===== src/threshold_gated_pid_update_unit_macros.svh =====
// ----------------------------------------------------------------------------
// Assertion macros for the threshold gated PID update unit
// Immediate-implication and next-cycle-implication checks, reset aware.
// ----------------------------------------------------------------------------
`ifndef THRESHOLD_GATED_PID_UPDATE_UNIT_MACROS_SVH
`define THRESHOLD_GATED_PID_UPDATE_UNIT_MACROS_SVH

// consequent must hold in the same cycle as the antecedent
`define TGPU_ASSERT_NOW(label, clk, rst_n, ante, cons, msg) \
    label: assert property (@(posedge clk) disable iff (!rst_n) (ante) |-> (cons)) \
        else $error(msg);

// consequent must hold in the cycle after the antecedent
`define TGPU_ASSERT_NEXT(label, clk, rst_n, ante, cons, msg) \
    label: assert property (@(posedge clk) disable iff (!rst_n) (ante) |=> (cons)) \
        else $error(msg);

`endif


===== src/tgpu_pkg.sv =====
// ----------------------------------------------------------------------------
// tgpu_pkg
// Shared types and constants of the threshold gated PID update unit.
// ----------------------------------------------------------------------------
`default_nettype none

package tgpu_pkg;

    // configuration register indexes
    localparam logic [3:0] CFG_PROP_GAIN    = 4'd0;
    localparam logic [3:0] CFG_INTEG_GAIN   = 4'd1;
    localparam logic [3:0] CFG_DERIV_GAIN   = 4'd2;
    localparam logic [3:0] CFG_INTEG_WEIGHT = 4'd3;
    localparam logic [3:0] CFG_STAT_WEIGHT  = 4'd4;
    localparam logic [3:0] CFG_HIGH_COEF    = 4'd5;
    localparam logic [3:0] CFG_LOW_COEF     = 4'd6;
    localparam logic [3:0] CFG_CTRL_LIMIT   = 4'd7;

    // width of one shared multiplier operand (signed)
    localparam int OPND_W = 33;

    // one issue to the multiply-accumulate unit
    typedef struct packed {
        logic valid;     // product enters the pipe
        logic clr;       // start a new sum with this product
        logic hi_shift;  // weight the product by 2^32
    } mac_op_t;

    // divider status
    typedef struct packed {
        logic busy;
        logic done;
    } div_stat_t;

endpackage

`default_nettype wire


===== src/tgpu_mac.sv =====
// ----------------------------------------------------------------------------
// tgpu_mac
// Shared signed multiply-accumulate unit: registered product, then 64-bit sum.
// ----------------------------------------------------------------------------
`default_nettype none

module tgpu_mac
(
    input  wire logic                                   clk,
    input  wire logic                                   rst_n,
    input  wire tgpu_pkg::mac_op_t                      op,
    input  wire logic signed [tgpu_pkg::OPND_W-1:0]     opnd_a,
    input  wire logic signed [tgpu_pkg::OPND_W-1:0]     opnd_b,
    output logic signed [63:0]                          acc
);

    logic signed [2*tgpu_pkg::OPND_W-1:0] prod;
    logic signed [63:0]                   prod_reg;
    logic                                 pv_reg;
    logic                                 pclr_reg;
    logic signed [63:0]                   acc_reg;

    assign prod = opnd_a * opnd_b;

    always_ff @(posedge clk or negedge rst_n)
    begin
        if (!rst_n)
        begin
            pv_reg   <= 1'b0;
            pclr_reg <= 1'b0;
        end
        else
        begin
            pv_reg   <= op.valid;
            pclr_reg <= op.clr;
        end
    end

    always_ff @(posedge clk)
    begin
        if (op.valid)
        begin
            if (op.hi_shift)
                prod_reg <= $signed({prod[31:0], 32'b0});
            else
                prod_reg <= prod[63:0];
        end
        if (pv_reg)
        begin
            // sums wrap modulo 2^64; every final value fits
            if (pclr_reg)
                acc_reg <= prod_reg;
            else
                acc_reg <= acc_reg + prod_reg;
        end
    end

    assign acc = acc_reg;

endmodule

`default_nettype wire


===== config.mk =====
export PLATFORM = sky130hd
export DESIGN_NAME = tgpu_mac
export DESIGN_NICKNAME = d
export VERILOG_FILES = /design/src/threshold_gated_pid_update_unit_macros.svh /design/src/tgpu_pkg.sv /design/src/tgpu_mac.sv
export SDC_FILE = /design/constraint.sdc
export NUM_CORES = 2
export LEC_CHECK = 0
export BUFFER_PORTS_ARGS = -buffer_cell sky130_fd_sc_hd__buf_4
export CORE_UTILIZATION = 30
export CTS_CLUSTER_SIZE = 8
export DETAILED_ROUTE_END_ITERATION = 6
export HOLD_SLACK_MARGIN = 0.12
export REMOVE_ABC_BUFFERS = 1
export SLEW_MARGIN = 20
export SYNTH_ARGS = -nofsm -noshare
export SYNTH_HDL_FRONTEND = slang
export SYNTH_SLANG_ARGS = --single-unit

===== constraint.sdc =====
create_clock -name clk -period 3.75 [get_ports clk]
set_input_delay 0.75 -clock clk [delete_from_list [all_inputs] [get_ports clk]]
set_output_delay 0.75 -clock clk [all_outputs]
set_load 0.05 [all_outputs]

==> flow_summary.json <==
{
  "clkLatencyLatePin_ns": 0.43,
  "finalSetupViolations": 59,
  "drive_gt1_share_pct": 21.5,
  "synth_ff_type": "edfxtp_1",
  "initial_core_util_pct": 30.3,
  "cap_violations": 0,
  "cp-start-kind": "primary input",
  "core_mm2": 0.154,
  "clockBufferDepth": 2,
  "place_area_mm2": 0.0539,
  "numPortBuffers": 134,
  "grt_start_max_net_pins": 118,
  "drtPass1Iterations": 7,
  "post-route-period-util_pct": 205,
  "dieWidth_um": 397,
  "htree_levels": 4,
  "syn_to_final_growth_pct": 24.9,
  "end_kind": "flip-flop",
  "tritoncts": "built",
  "drtIter0Drc": 2095,
  "grt_pass1_vias": 38500,
  "ant_nets": 0,
  "max_slew_margin_pct": 35.4,
  "netlist_area_mm2": 0.0468,
  "drc": 28,
  "fin_crit_ns": 7.68,
  "antenna_found_initial": 6,
  "required_ns": 4.05,
  "status": "complete, but fails checks",
  "post_drt_wl_per_cell_um": 18.6,
  "cts.clk_slew.worst_paths_ns": 0.07,
  "drv_slew": 0,
  "avgSynthCellArea_um2": 9.34,
  "critical_path_class": "primary input to flip-flop",
  "fin_ws_ns": -3.93,
  "synth-edff-count": 128,
  "seq_area_frac_synth_pct": 8.32,
  "viasPerCell": 4.71,
  "hpwl_mm": 119,
  "grt_pass1_wl_mm": 222,
  "failed_checks": "DRC, setup timing",
  "place_congestion": 0.951,
  "grtUsageTotal_pct": 18.1,
  "fmax_ghz": 0.130,
  "synthCells": 5009,
  "num_rows": 144,
  "pin_count": 135,
  "fin_skew_ns": 0.0213,
  "fin_util_pct": 37.8,
  "cts_root_buffer": "clkbuf_16",
  "hold_viol": 0,
  "drt-total-wl_mm": 141,
  "tightest_slew_ns": 0.970,
  "synth.distinct_cells": 82,
  "post-place-ws_ns": -4.80,
  "critPathArrivalTime_ns": 7.98,
  "finalNetCount": 6998,
  "finalNonFillerCells": 7584,
  "final_area_mm2": 0.0584,
  "grt_setup_unrepaired": "true",
  "place_inst": 7461,
  "die_area_mm2": 0.158,
  "hold_path_class": "primary input to flip-flop",
  "cts_buffers": 17,
  "fillCellCount": 15100,
  "clock_sink_count": 130,
  "vias": 35700,
  "ys_ff_latch": 130,
  "die_h_um": 397,
  "synth_warnings": 0,
  "cp_max_fo": 14,
  "synthArstFlopShare_pct": 1.54,
  "grt.overflow.total": 0
}
==> kinds of logic (layout without fill, tap and decap cells) <==
family | Yosys count | count (layout) | share of synthesized area [%]
AO/OA/AOI/OAI | 503 | 503 | 6.97
XOR/XNOR | 125 | 125 | 2.34
adder cells (fa/ha/maj) | 1401 | 1401 | 55.5
buffers and inverters | 1379 | 1909 | 11.1
flip-flops | 130 | 130 | 8.32
multiplexers | 10 | 10 | 0.219
other | 0 | 1 | 0
AND/OR/NAND/NOR | 1461 | 1461 | 15.5
==> critical path, stage by stage <==
cell and delay (ns):
buf_8 0.14, buf_8 0.16, and2_1 0.18, fa_1 0.54
inv_1 0.09, fa_1 0.50, inv_1 0.06, fa_1 0.49
fa_1 0.47, fa_1 0.53, fa_1 0.52, fa_1 0.54
inv_1 0.05, fa_2 0.59, inv_2 0.06, ha_4 0.27
and2_4 0.15, nand3_4 0.07, or3_4 0.42, nor2_2 0.10
o21a_2 0.20, o2111ai_4 0.19, a21boi_2 0.20, o211ai_1 0.13
a2111oi_0 0.40, nand3b_1 0.15
==> final timing paths <==
check	start	to	slack, ns	cells after the start
min	op[1]	pclr_reg$_DFF_PN0_	0.43	1
max reg2reg	prod_reg[19]$_SDFFCE_PP0P_	acc[40]$_DFFE_PP_	0.07	12
min in group asynchronous	rst_n	pclr_reg$_DFF_PN0_	0.66	2
max	opnd_a[17]	prod_reg[63]$_DFFE_PP_	-3.93	26
min reg2reg	prod_reg[2]$_SDFFCE_PP0P_	acc[2]$_DFFE_PP_	0.57	2
max in group asynchronous	rst_n	pclr_reg$_DFF_PN0_	2.99	2
==> through the flow <==
stage / hold WS [ns] / TNS (ns)
2_1_floorplan: 0.454 / -179.55
3_3_place_gp: 0.535 / -233.55
3_5_place_dp: 0.535 / -235.89
4_1_cts: 0.408 / -185.97
5_1_grt: 0.409 / -195.49
6_report: 0.426 / -185.30
==> synth_stat cells, types with 27 or more instances <==
cell type	count	area (um^2)
a21o_1	72	541
nand2_1	678	2540
fa_1	1126	22500
o21ai_0	129	646
inv_1	1124	4220
nor2b_1	44	275
and2_1	521	3260
a21oi_1	148	741
edfxtp_1	128	3840
xor2_1	44	385
xnor2_1	81	709
clkbuf_1	247	927
nor2_1	75	282
o21bai_1	27	203
ha_1	275	3440
==> cells in the final DEF (no fill, tap or decap), types with 23 or more instances in the layout <==
cell type / n
buf_6: 83
ha_4: 59
a21oi_1: 109
fa_2: 72
fa_1: 1054
nor2b_1: 41
and2_4: 36
edfxtp_1: 128
o21ai_0: 91
nand2b_1: 23
o21bai_1: 26
inv_2: 49
a21o_1: 71
nor2_1: 64
nand2_1: 668
inv_1: 1074
buf_12: 66
and2_1: 485
xor2_1: 37
buf_4: 572
a21oi_2: 33
ha_1: 213
xnor2_1: 59
==> repair_timing <==
item,in CTS,in global routing
pin swaps,244,183
endpoints found under the setup margin,61,70
buffers inserted,61,40
hold buffers,1,0
gates cloned,3,0
gates resized for setup,470,216
endpoints found under the hold margin,2,0
==> final cells by class <==
type | instances | area (um^2) | share of cell area, %
well taps | 2044 | 2560 | 4.38
clock inverters | 15 | 215 | 0.368
multi-input cells | 3500 | 40000 | 68.4
repair buffers | 752 | 7130 | 12.2
inverters | 1125 | 4230 | 7.23
flip-flops and latches | 130 | 3900 | 6.67
diodes | 1 | 2.50 | 0.00428
clock buffers | 17 | 425 | 0.728
==> per-layer routing <==
metal  vias to the layer above  global-route usage (%)  routed length [um]
met5                         -                       0                  11
met4                         2                    5.19                4550
met3                       200                    1.59                6650
met2                       930                    31.6               70100
met1                     18600                    23.9               59600
li1                      16000                       -                   -
Power is not shown: default switching activity piles up to over one toggle a cycle in this logic, so the estimate is an artifact.
