`src/threshold_gated_pid_update_unit_macros.svh`:
```
// ----------------------------------------------------------------------------
// Assertion macros for the threshold gated PID update unit
// Immediate-implication and next-cycle-implication checks, reset aware.
// ----------------------------------------------------------------------------
`ifndef THRESHOLD_GATED_PID_UPDATE_UNIT_MACROS_SVH
`define THRESHOLD_GATED_PID_UPDATE_UNIT_MACROS_SVH

// consequent must hold in the same cycle as the antecedent
`define TGPU_ASSERT_NOW(label, clk, rst_n, ante, cons, msg) \
    label: assert property (@(posedge clk) disable iff (!rst_n) (ante) |-> (cons)) \
        else $error(msg);

// consequent must hold in the cycle after the antecedent
`define TGPU_ASSERT_NEXT(label, clk, rst_n, ante, cons, msg) \
    label: assert property (@(posedge clk) disable iff (!rst_n) (ante) |=> (cons)) \
        else $error(msg);

`endif

```
`src/tgpu_pkg.sv`:
```
// ----------------------------------------------------------------------------
// tgpu_pkg
// Shared types and constants of the threshold gated PID update unit.
// ----------------------------------------------------------------------------
`default_nettype none

package tgpu_pkg;

    // configuration register indexes
    localparam logic [3:0] CFG_PROP_GAIN    = 4'd0;
    localparam logic [3:0] CFG_INTEG_GAIN   = 4'd1;
    localparam logic [3:0] CFG_DERIV_GAIN   = 4'd2;
    localparam logic [3:0] CFG_INTEG_WEIGHT = 4'd3;
    localparam logic [3:0] CFG_STAT_WEIGHT  = 4'd4;
    localparam logic [3:0] CFG_HIGH_COEF    = 4'd5;
    localparam logic [3:0] CFG_LOW_COEF     = 4'd6;
    localparam logic [3:0] CFG_CTRL_LIMIT   = 4'd7;

    // width of one shared multiplier operand (signed)
    localparam int OPND_W = 33;

    // one issue to the multiply-accumulate unit
    typedef struct packed {
        logic valid;     // product enters the pipe
        logic clr;       // start a new sum with this product
        logic hi_shift;  // weight the product by 2^32
    } mac_op_t;

    // divider status
    typedef struct packed {
        logic busy;
        logic done;
    } div_stat_t;

endpackage

`default_nettype wire

```
`src/tgpu_div.sv`:
```
// ----------------------------------------------------------------------------
// tgpu_div
// Restoring serial divider, one quotient bit per cycle, saturated to 32 bits.
// ----------------------------------------------------------------------------
`default_nettype none

module tgpu_div
#(
    parameter int DVD_W = 49
)
(
    input  wire logic                 clk,
    input  wire logic                 rst_n,
    input  wire logic                 start,
    input  wire logic [DVD_W-1:0]     dividend,
    input  wire logic [31:0]          divisor,
    output tgpu_pkg::div_stat_t       stat,
    output logic [31:0]               quotient
);

    localparam int CNT_W = $clog2(DVD_W + 1);

    logic             busy_reg;
    logic             done_reg;
    logic [CNT_W-1:0] cnt_reg;
    logic [31:0]      rem_reg;
    logic [DVD_W-1:0] dvd_reg;
    logic [31:0]      dsr_reg;
    logic [32:0]      rem_sh;
    logic [33:0]      diff;
    logic             ge;

    assign rem_sh = {rem_reg, dvd_reg[DVD_W-1]};
    assign diff   = {1'b0, rem_sh} - {2'b0, dsr_reg};
    assign ge     = !diff[33];

    always_ff @(posedge clk or negedge rst_n)
    begin
        if (!rst_n)
        begin
            busy_reg <= 1'b0;
            done_reg <= 1'b0;
            cnt_reg  <= '0;
        end
        else if (start)
        begin
            busy_reg <= 1'b1;
            done_reg <= 1'b0;
            cnt_reg  <= CNT_W'(DVD_W);
        end
        else if (busy_reg)
        begin
            cnt_reg <= cnt_reg - CNT_W'(1);
            if (cnt_reg == CNT_W'(1))
            begin
                busy_reg <= 1'b0;
                done_reg <= 1'b1;
            end
        end
    end

    always_ff @(posedge clk)
    begin
        if (start)
        begin
            rem_reg <= '0;
            dvd_reg <= dividend;
            dsr_reg <= divisor;
        end
        else if (busy_reg)
        begin
            // shift dividend out the top, quotient bits in at the bottom
            rem_reg <= ge ? diff[31:0] : rem_sh[31:0];
            dvd_reg <= {dvd_reg[DVD_W-2:0], ge};
        end
    end

    assign stat.busy = busy_reg;
    assign stat.done = done_reg;
    // zero divisor and oversize quotient both saturate
    assign quotient  = ((dvd_reg[DVD_W-1:32] != '0) || (dsr_reg == 32'd0))
                       ? 32'hFFFF_FFFF : dvd_reg[31:0];

endmodule

`default_nettype wire

```
`config.mk`:
```
export PLATFORM = sky130hd
export DESIGN_NAME = tgpu_div
export DESIGN_NICKNAME = d
export VERILOG_FILES = /design/src/threshold_gated_pid_update_unit_macros.svh /design/src/tgpu_pkg.sv /design/src/tgpu_div.sv
export SDC_FILE = /design/constraint.sdc
export NUM_CORES = 1
export LEC_CHECK = 0
export ABC_AREA = 1
export BUFFER_PORTS_ARGS = -buffer_cell sky130_fd_sc_hd__buf_4
export CELL_PAD_IN_SITES_DETAIL_PLACEMENT = 0
export CELL_PAD_IN_SITES_GLOBAL_PLACEMENT = 1
export CORE_UTILIZATION = 45
export DETAILED_ROUTE_END_ITERATION = 12
export PLACE_DENSITY_LB_ADDON = 0.1
export REMOVE_ABC_BUFFERS = 1
export SLEW_MARGIN = 20
export SYNTH_ARGS = -nofsm -noshare
export SYNTH_HDL_FRONTEND = slang
export SYNTH_SLANG_ARGS = --single-unit
```
`constraint.sdc`:
```
create_clock -name clk -period 6.4 [get_ports clk]
set_input_delay 0.32 -clock clk [delete_from_list [all_inputs] [get_ports clk]]
set_output_delay 0.32 -clock clk [all_outputs]
set_load 0.02 [all_outputs]
```
==> results.toml, run 1 <==
[run_status]
status = "complete, no violations"

[drt]
drtPass1Iterations = 5
drt-wirelength-per-cell_um = 14.3
drc = 0
postRouteAntennaNets = 0
wl_mm = 20.8
num_vias = 7032
viasPerCell = 4.81
drtIter0Drc = 396

[clock_tree]
postCtsSetupBuffers = 0
htreeDepth = 4
path_clk_slew_ns = 0.06
numCtsBuffers = 17
insertion_delay_ns = 0.42
clockBufferDepth = 2
cts_root_buffer = "clkbuf_16"
cts_tree = "done"
cts.sinks = 121

[setup_path]
reg2reg_depth = 13
regToRegSetupSlack_ns = 3.74
critPathMaxStageDelay_ns = 0.62
reg2reg_to = "rem_reg[25]$_SDFFE_PP0P_"
cpMaxStageDelayCell = "nor2_4"
criticalPathCategory = "reg -> out"
rr_startpoint = "dsr_reg[8]$_DFFE_PP_"
path_max_fanout = 32
arrival_ns = 2.50
critPathLaunchType = "register"
path_cells = "nor4_1 > nand4_1 > nor2_4 > nand3_1 > buf_4"
endpoint_kind = "output pin"
critPathRequiredTime_ns = 6.08

[pwr]
leakagePower_nw = 4.92
ir_drop_uv = 209
p_per_area_nw_per_um2 = 382

[logic_synthesis]
ys_warn_count = 0
synth_edf_count = 81
yosys.area_share.simple_pct = 33.7
yosysTopAreaCell = "edfxtp_1"
muxShareOfSynthArea_pct = 0
synthTopCellsByCount = "nand2_1 (394), inv_1 (215), nand3_1 (115), edfxtp_1 (81), nor2_1 (49)"
synthAdderAreaFrac_pct = 5.63
synthCells = 1117
synth_top_cell_area_share_pct = 30.7
synth_area_leaders = "edfxtp_1 (31%), nand2_1 (19%), inv_1 (10%), dfxtp_1 (8.1%), nand3_1 (7.3%)"
syn-cell-area_um2 = 7920
synth_cell_types = 38
async_flop_share_pct = 6.61
synth_compound_area_share_pct = 5.03
avgSynthCellArea_um2 = 7.09
ys_ff_latch = 121
synth_xor_area_share_pct = 1.55
ys.flop_type = "edfxtp_1"
synth_top_family_by_area = "simple AND/OR/NAND/NOR gates"
seq_area_frac_synth_pct = 41.3
synth.most_common_cell = "nand2_1"

[finish]
fin_area_um2 = 9510
nNetsFinal = 1343
syn2layout_area_growth_pct = 20.1
drive_gt1_share_pct = 14.2
diodes = 0
largest_reg_flops = 49

[timing]
tightest_slew_ns = 0.874
rsz0062_at_grt = "false"
finalHoldViolCount = 0
report.final.slew_viol_count = 0
setup_viol = 0
max_freq_ghz = 0.354
fin_crit_sh_pct = 44.1
max_slew_margin_pct = 41.6
timing.hold.ws_ns = 0.0697
finalSetupTns_ns = 0
min_period_ns = 2.82
fin_worst_skew_ns = 0.0113

[floorplanning]
coreArea_um2 = 17200
io_pins = 118
num_rows = 48
die_w_um = 135
initial_core_util_pct = 45.9
die-area_um2 = 18100
fp.dieH_um = 135

[grt]
antenna_found_initial = 0
grt_pass1_wl_mm = 33.9
grt_pass1_vias = 6727
grt_usage_pct = 24.3
grt-ovfl-total = 0
grt_max_degree = 95

[hold_path]
min_to = "dsr_reg[7]$_DFFE_PP_"
hp-start = "divisor[7]"
hold_depth = 1
min_path_type = "in -> reg"

[placement]
place_congestion = 0.931
place_hpwl_mm = 15.3
portBuffers = 117
placed_cell_area_um2 = 8930

[flow_run]
cap_violations = 0
## worst max path at each step
| stage | endpoint | slack [ns] | cells after the start | from |
|---|---|---|---|---|
| floorplan | dvd_reg[0]$_DFFE_PP_ | 3.74 | 2 | busy_reg$_DFF_PN0_ |
| global placement | quotient[5] | 3.48 | 5 | dvd_reg[43]$_DFFE_PP_ |
| detailed placement | rem_reg[2]$_SDFFE_PP0P_ | 3.70 | 13 | dsr_reg[21]$_DFFE_PP_ |
| CTS | quotient[8] | 3.52 | 5 | dvd_reg[43]$_DFFE_PP_ |
| global route | quotient[6] | 3.38 | 5 | dvd_reg[43]$_DFFE_PP_ |
| finish | quotient[6] | 3.58 | 5 | dvd_reg[43]$_DFFE_PP_ |
## where the power goes
group          switching [W]  leakage, nW  internal (W)
clock network       0.000398        0.269      0.000541
logic                0.00103         3.44      0.000589
registers          0.0000907         1.21      0.000987
total                0.00152         4.92       0.00212
## per-layer routing
layer / wire length, um / global-route usage (%) / vias to the layer above / share of wire, %
li1: - / - / 3739 / -
met5: 0 / 0 / - / 0
met3: 1390 / 6.79 / 21 / 6.7
met4: 299 / 6.80 / 0 / 1.4
met2: 9330 / 38.8 / 182 / 45
met1: 9830 / 32.1 / 3090 / 47
## kinds of logic (layout without fill, tap and decap cells)
kind of cell / Yosys count / count (layout)
AOI/OAI and AO/OA: 77 / 77
xor gates and xnor gates: 14 / 14
adders and majority gates: 35 / 35
buffers and inverters: 252 / 372
DFF: 121 / 121
and+or+nand+nor: 618 / 618
## stage by stage
stage	setup WS, ns	instances	total power, W	utilization, %
finish	3.58	1462	0.00364	55.2
global route	3.38	1462	0.00393	55.2
CTS	3.52	1462	0.00366	55.2
detailed placement	3.70	1429	0.00271	51.8
global placement	3.48	1429	0.00270	51.8
floorplan	3.74	1083	0.00228	-
## critical path: cells and delay by family (launching register included)
kind | cells | cell delay, ns
AND/OR/NAND/NOR | 4 | 1.46
flip-flops | 1 | 0.39
buffers and inverters | 1 | 0.21
## cell type report
| cell class | count | area [um^2] |
|---|---|---|
| Multi-Input combinational cell | 744 | 3650 |
| Sequential cell | 121 | 3270 |
| Tap cell | 225 | 282 |
| Clock inverter | 15 | 143 |
| Timing Repair Buffer | 122 | 918 |
| Clock buffer | 17 | 425 |
| Inverter | 218 | 818 |
| Fill cell | 1732 | 7730 |
## what timing repair did
| item | in CTS | in global routing |
|---|---|---|
| resized for setup | 0 | 0 |
| hold endpoints to repair | 8 | 0 |
| setup endpoints to repair | 0 | 0 |
| hold buffers | 1 | 0 |
## layout by cell type, fill, tap and decap left out, types with 20 or more instances in the layout
cell | netlist | final
inv_1 | 215 | 214
nand2_1 | 394 | 394
nand3_1 | 115 | 115
ha_1 | 34 | 34
edfxtp_1 | 81 | 81
buf_4 | 6 | 121
nor2_1 | 49 | 47
a21oi_1 | 20 | 20
o21ai_0 | 39 | 39
dfxtp_1 | 32 | 32
(Power assumes the default switching activity.)
==> run 2: changes to the inputs <==
- CORE_UTILIZATION: 45 -> 38
- clock period: 6.4 -> 2.5 ns (I/O delays scaled with it)
==> run 2 against run 1 <==
Net effect:
- count of clock-buffer cells in the layout grew 1
- sequential share of layout area shrank 3.4 points
- setup slack worse by 3.4 ns
- critical endpoint is now quotient[3]
==> results.toml, run 2 (same netlist as run 1, synthesis figures left out) <==
[finish]
diodes = 0
largest_reg_flops = 49
layout_commonest_cell = "nand2_1"
final_util_pct = 52.0
final_cell_mix = "nand2_1 (394), inv_1 (214), buf_4 (130)"
syn2layout_area_growth_pct = 33.4
fin_area_um2 = 10600
fillers = 2056
nNetsFinal = 1435
drive_gt1_share_pct = 14.4

[setup_path]
critPathLaunchType = "register"
endpoint_kind = "output pin"
arrival_ns = 2.17
regToRegSetupSlack_ns = 0.22
path_cells = "inv_1 > nand4_1 > nor4_1 > buf_4 > nand4_1 > buf_6 > nand3_1 > buf_4"
rr_startpoint = "dsr_reg[17]$_DFFE_PP_"
criticalPathCategory = "reg -> out"
reg2reg_depth = 12
critPathMaxStageDelay_ns = 0.38
path_max_fanout = 32
reg2reg_to = "rem_reg[25]$_SDFFE_PP0P_"
cpMaxStageDelayCell = "edfxtp_1"
critPathRequiredTime_ns = 2.38

[clock_tree]
insertion_delay_ns = 0.43
numCtsBuffers = 17
cts_root_buffer = "clkbuf_16"
htreeDepth = 4
postCtsSetupBuffers = 0
path_clk_slew_ns = 0.06
cts_tree = "done"
cts.sinks = 121
clockBufferDepth = 2

[grt]
gr-usage-met1_pct = 29.4
grt_pass1_vias = 7331
antenna_found_initial = 0
met3_usage_pct = 4.16
grt_util_met2_pct = 36.6
busiest_layer = "met2"
grt-ovfl-total = 0
grt_pass1_wl_mm = 37.3
grt_usage_pct = 22.2
grt_max_degree = 101

[floorplanning]
die-area_um2 = 21400
num_rows = 52
initial_core_util_pct = 39.0
coreArea_um2 = 20300
die_w_um = 146
io_pins = 118
fp.dieH_um = 146

[timing]
rsz0062_at_grt = "true"
fin_worst_skew_ns = 0.0121
finalHoldViolCount = 0
max_freq_ghz = 0.435
fin_crit_sh_pct = 91.9
report.final.slew_viol_count = 0
setup_viol = 0
max_slew_margin_pct = 35.0
tightest_slew_ns = 0.974
min_period_ns = 2.30

[pwr]
total_power_w = 0.00988
p_per_area_nw_per_um2 = 936
leakagePower_nw = 5.36
ir_drop_uv = 395

[placement]
place_congestion = 0.903
place_hpwl_mm = 16.8
portBuffers = 117
placed_cell_area_um2 = 9130

[drt]
drtPass1Iterations = 5
postRouteAntennaNets = 0
drtIter0Drc = 386
drc = 0
wl_mm = 22.8
num_vias = 7463
viasPerCell = 4.67
drt-wirelength-per-cell_um = 14.3

[hold_path]
hp-start = "dividend[2]"
min_path_type = "in -> reg"
hold_depth = 3
min_to = "dvd_reg[2]$_DFFE_PP_"

[run_status]
status = "complete, no violations"

[flow_run]
cap_violations = 0
==> run 2: cell count changes in the layout (fill, tap and decap cells not counted), sizes merged <==
cell	previous run	this run
dlygate4sd3	1	79
buf	121	135
clkinvlp	4	0
bufinv	1	3
clkbuf	17	18
inv	223	224
==> run 2: metal layers <==
layer	wire length [um]	vias to the layer above
met5	0	-
met4	441	0
met3	986	27
met2	10400	162
met1	11000	3360
li1	-	3914
==> run 2: where the power goes <==
part | total [W] | internal, W | switching (W)
clock network | 0.00266 | 0.00160 | 0.00106
logic | 0.00447 | 0.00174 | 0.00273
registers | 0.00276 | 0.00253 | 0.000230
==> run 2: worst max path at each step <==
stage,cells past startpoint,slack [ns],end,start
after CTS,7,0.07,quotient[2],dsr_reg[2]$_DFFE_PP_
after detailed placement,16,0.23,rem_reg[18]$_SDFFE_PP0P_,dvd_reg[48]$_DFFE_PP_
final,8,0.20,quotient[3],dsr_reg[26]$_DFFE_PP_
after global placement,12,0.21,rem_reg[25]$_SDFFE_PP0P_,dsr_reg[18]$_DFFE_PP_
after global routing,7,-0.01,quotient[4],dsr_reg[2]$_DFFE_PP_
after floorplan,2,-0.16,dvd_reg[0]$_DFFE_PP_,busy_reg$_DFF_PN0_
==> run 2: worst max-delay path, delay by kind of cell (launching register included) <==
kind,cells,cell delay [ns]
buffers and inverters,4,0.64
DFF,1,0.38
and+or+nand+nor,4,0.72
==> run 2: area by class of cell <==
type	count	area [um^2]	area share (%)
Inverter	218	818	7.75
Timing Repair Buffer	214	1850	17.5
Tap cell	270	338	3.20
Clock inverter	14	185	1.75
Sequential cell	121	3270	31.0
Clock buffer	18	429	4.06
Multi-Input combinational cell	744	3670	34.8
==> run 2: repair_timing <==
action | 4_1_cts | 5_1_grt
pin swaps | 0 | 0
hold buffers | 79 | 0
setup endpoints to repair | 32 | 32
gates resized for setup | 2 | 4
hold endpoints to repair | 86 | 0
==> run 2: through the flow <==
| step | hold slack (ns) | setup slack [ns] | setup TNS (ns) | cells |
|---|---|---|---|---|
| after floorplan | -0.171 | -0.161 | -8.71 | 1083 |
| after global placement | -0.0506 | 0.207 | 0 | 1488 |
| after detailed placement | -0.0508 | 0.225 | 0 | 1488 |
| after CTS | 0.00589 | 0.0709 | 0 | 1599 |
| after global routing | 0.00448 | -0.0103 | -0.0103 | 1599 |
| final | 0.0142 | 0.201 | 0 | 1599 |
==> run 3: changes to the inputs <==
==> constraint.sdc (replaced) <==
create_clock -name clk -period 2.5 [get_ports clk]
set_input_delay 0.5 -clock clk [delete_from_list [all_inputs] [get_ports clk]]
set_output_delay 0.5 -clock clk [all_outputs]
set_load 0.02 [all_outputs]
==> run 3 against run 2 <==
Net effect:
- the run now ends with setup timing left
- highest routed layer unchanged
- combinational power fell by 2%
- die area did not move
- sequential share of layout area rose by 2.0 points
- worst hold slack improved by 0.23 ns
- non-clock buffer count fell by 76
- design area fell by 6.0%
- first-iteration DRC count fell by 28%
- utilization fell by 3.1 points
- clock power fell by 5%
- count of clock-buffer cells in the layout did not move
- total power fell by 2.2%
==> results.toml, run 3 (same netlist as run 1, synthesis figures left out) <==
[grt]
grt_pass1_vias = 7169
grt_usage_pct = 22.0
grt_max_degree = 47
antenna_found_initial = 0
grt-ovfl-total = 0
grt_pass1_wl_mm = 36.8

[finish]
layoutNonFillerInstCount = 1523
drive_gt1_share_pct = 15.8
syn2layout_area_growth_pct = 25.4
final_cell_mix = "nand2_1 (394), inv_1 (214), nand3_1 (111)"
largest_reg_flops = 49
layout_commonest_cell = "nand2_1"
nNetsFinal = 1359
diodes = 0

[clock_tree]
cts_tree = "done"
path_clk_slew_ns = 0.07
cts_root_buffer = "clkbuf_16"
insertion_delay_ns = 0.43
clockBufferDepth = 2
numCtsBuffers = 17
cts.sinks = 121
htreeDepth = 4

[setup_path]
path_max_fanout = 32
endpoint_kind = "output pin"
critPathRequiredTime_ns = 2.00
critPathMaxStageDelay_ns = 0.43
reg2reg_depth = 15
path_cells = "nor4_4 > nand3_1 > nor3_2 > nand4_1 > buf_12 > nand3_1 > buf_6"
critPathTopFamily = "simple AND/OR/NAND/NOR gates"
rr_startpoint = "dsr_reg[21]$_DFFE_PP_"
crit_buf_inv = 2
reg2reg_to = "rem_reg[27]$_SDFFE_PP0P_"
critPathLaunchType = "register"
arrival_ns = 2.15
criticalPathCategory = "reg -> out"
cpMaxStageDelayCell = "edfxtp_1"
regToRegSetupSlack_ns = 0.21
path_common_cell = "nand3_1"

[pwr]
p_per_area_nw_per_um2 = 974
total_power_w = 0.00967
leakagePower_nw = 5.08
ir_drop_uv = 471

[floorplanning]
fp.dieH_um = 146
initial_core_util_pct = 39.0
die-area_um2 = 21400
num_rows = 52
coreArea_um2 = 20300
io_pins = 118
die_w_um = 146

[timing]
tightest_slew_ns = 0.644
max_slew_margin_pct = 57.0
timing.hold.ws_ns = 0.245
min_period_ns = 2.65
finalHoldViolCount = 0
setup_viol = 32
rsz0062_at_grt = "true"
report.final.slew_viol_count = 0
fin_worst_skew_ns = 0.0130
layout_setup_ws_ns = -0.147
max_freq_ghz = 0.378
fin_crit_sh_pct = 106

[hold_path]
min_path_type = "in -> reg"
hp-start = "divisor[14]"
hold_depth = 1
min_to = "dsr_reg[14]$_DFFE_PP_"

[drt]
postRouteAntennaNets = 0
drtPass1Iterations = 5
drtIter0Drc = 276
num_vias = 7160
drt-wirelength-per-cell_um = 14.6
viasPerCell = 4.70
drc = 0
wl_mm = 22.3

[run_status]
violations = "setup timing"
status = "finished with violations"

[placement]
dp_cells = 1489
portBuffers = 117
place_hpwl_mm = 16.8
place_congestion = 0.869

[flow_run]
cap_violations = 0
run 3: changes by cell type in the layout (fill, tap and decap cells not counted), moves of 3 or more:
cell           previous run  this run
buf_4                   130       100
buf_6                     2        32
clkinv_4                  4         1
clkinvlp_4                0         5
dlygate4sd3_1            79         1
nand3_1                 115       111
nand3_2                   2         6
run 3: repair_timing:
action,4_1_cts,5_1_grt
pin swaps,2,2
setup endpoints to repair,32,55
resized for setup,36,7
hold buffers,1,0
hold endpoints to repair,8,0
buffers inserted,1,0
run 3: metrics by stage:
step	worst slack, ns	setup TNS (ns)	util (%)	area [um^2]
after floorplan	-0.161	-13.79	-	7730
after global placement	-0.0231	-0.0908	45.0	9140
after detailed placement	0.00548	0	45.0	9140
after CTS	-0.197	-5.70	48.7	9890
after global routing	-0.246	-7.27	48.9	9930
final	-0.147	-3.50	48.9	9930
run 3: area by class of cell:
type                       count  area [um^2]
timing repair buffer         138         1220
clock buffer                  18          429
multi-input combinational    744         3690
fill                        2129        10400
tap                          270          338
inverter                     218          818
clock inverter                14          161
sequential                   121         3270
run 3: where the power goes:
| part | internal [W] | leakage [nW] | total, W | switching [W] |
|---|---|---|---|---|
| Clock | 0.00149 | 0.272 | 0.00254 | 0.00105 |
| Sequential | 0.00253 | 1.21 | 0.00276 | 0.000232 |
| Combinational | 0.00164 | 3.60 | 0.00436 | 0.00272 |
run 3: worst max-delay path by stage:
stage / cells past startpoint / end / slack [ns] / startpoint
after floorplan: 2 / dvd_reg[0]$_DFFE_PP_ / -0.16 / busy_reg$_DFF_PN0_
after global placement: 7 / quotient[5] / -0.02 / dsr_reg[2]$_DFFE_PP_
after detailed placement: 7 / quotient[8] / 0.005 / dsr_reg[2]$_DFFE_PP_
after CTS: 7 / quotient[5] / -0.20 / dsr_reg[21]$_DFFE_PP_
after global routing: 7 / quotient[5] / -0.25 / dsr_reg[21]$_DFFE_PP_
final: 7 / quotient[26] / -0.15 / dsr_reg[21]$_DFFE_PP_
run 3: metal layers:
| metal | wire length (um) | track usage [%] | up-vias |
|---|---|---|---|
| met3 | 1290 | 5.56 | 29 |
| met5 | 0 | 0 | - |
| li1 | - | - | 3758 |
| met4 | 452 | 6.93 | 0 |
| met2 | 9820 | 34.5 | 167 |
| met1 | 10700 | 29.7 | 3206 |
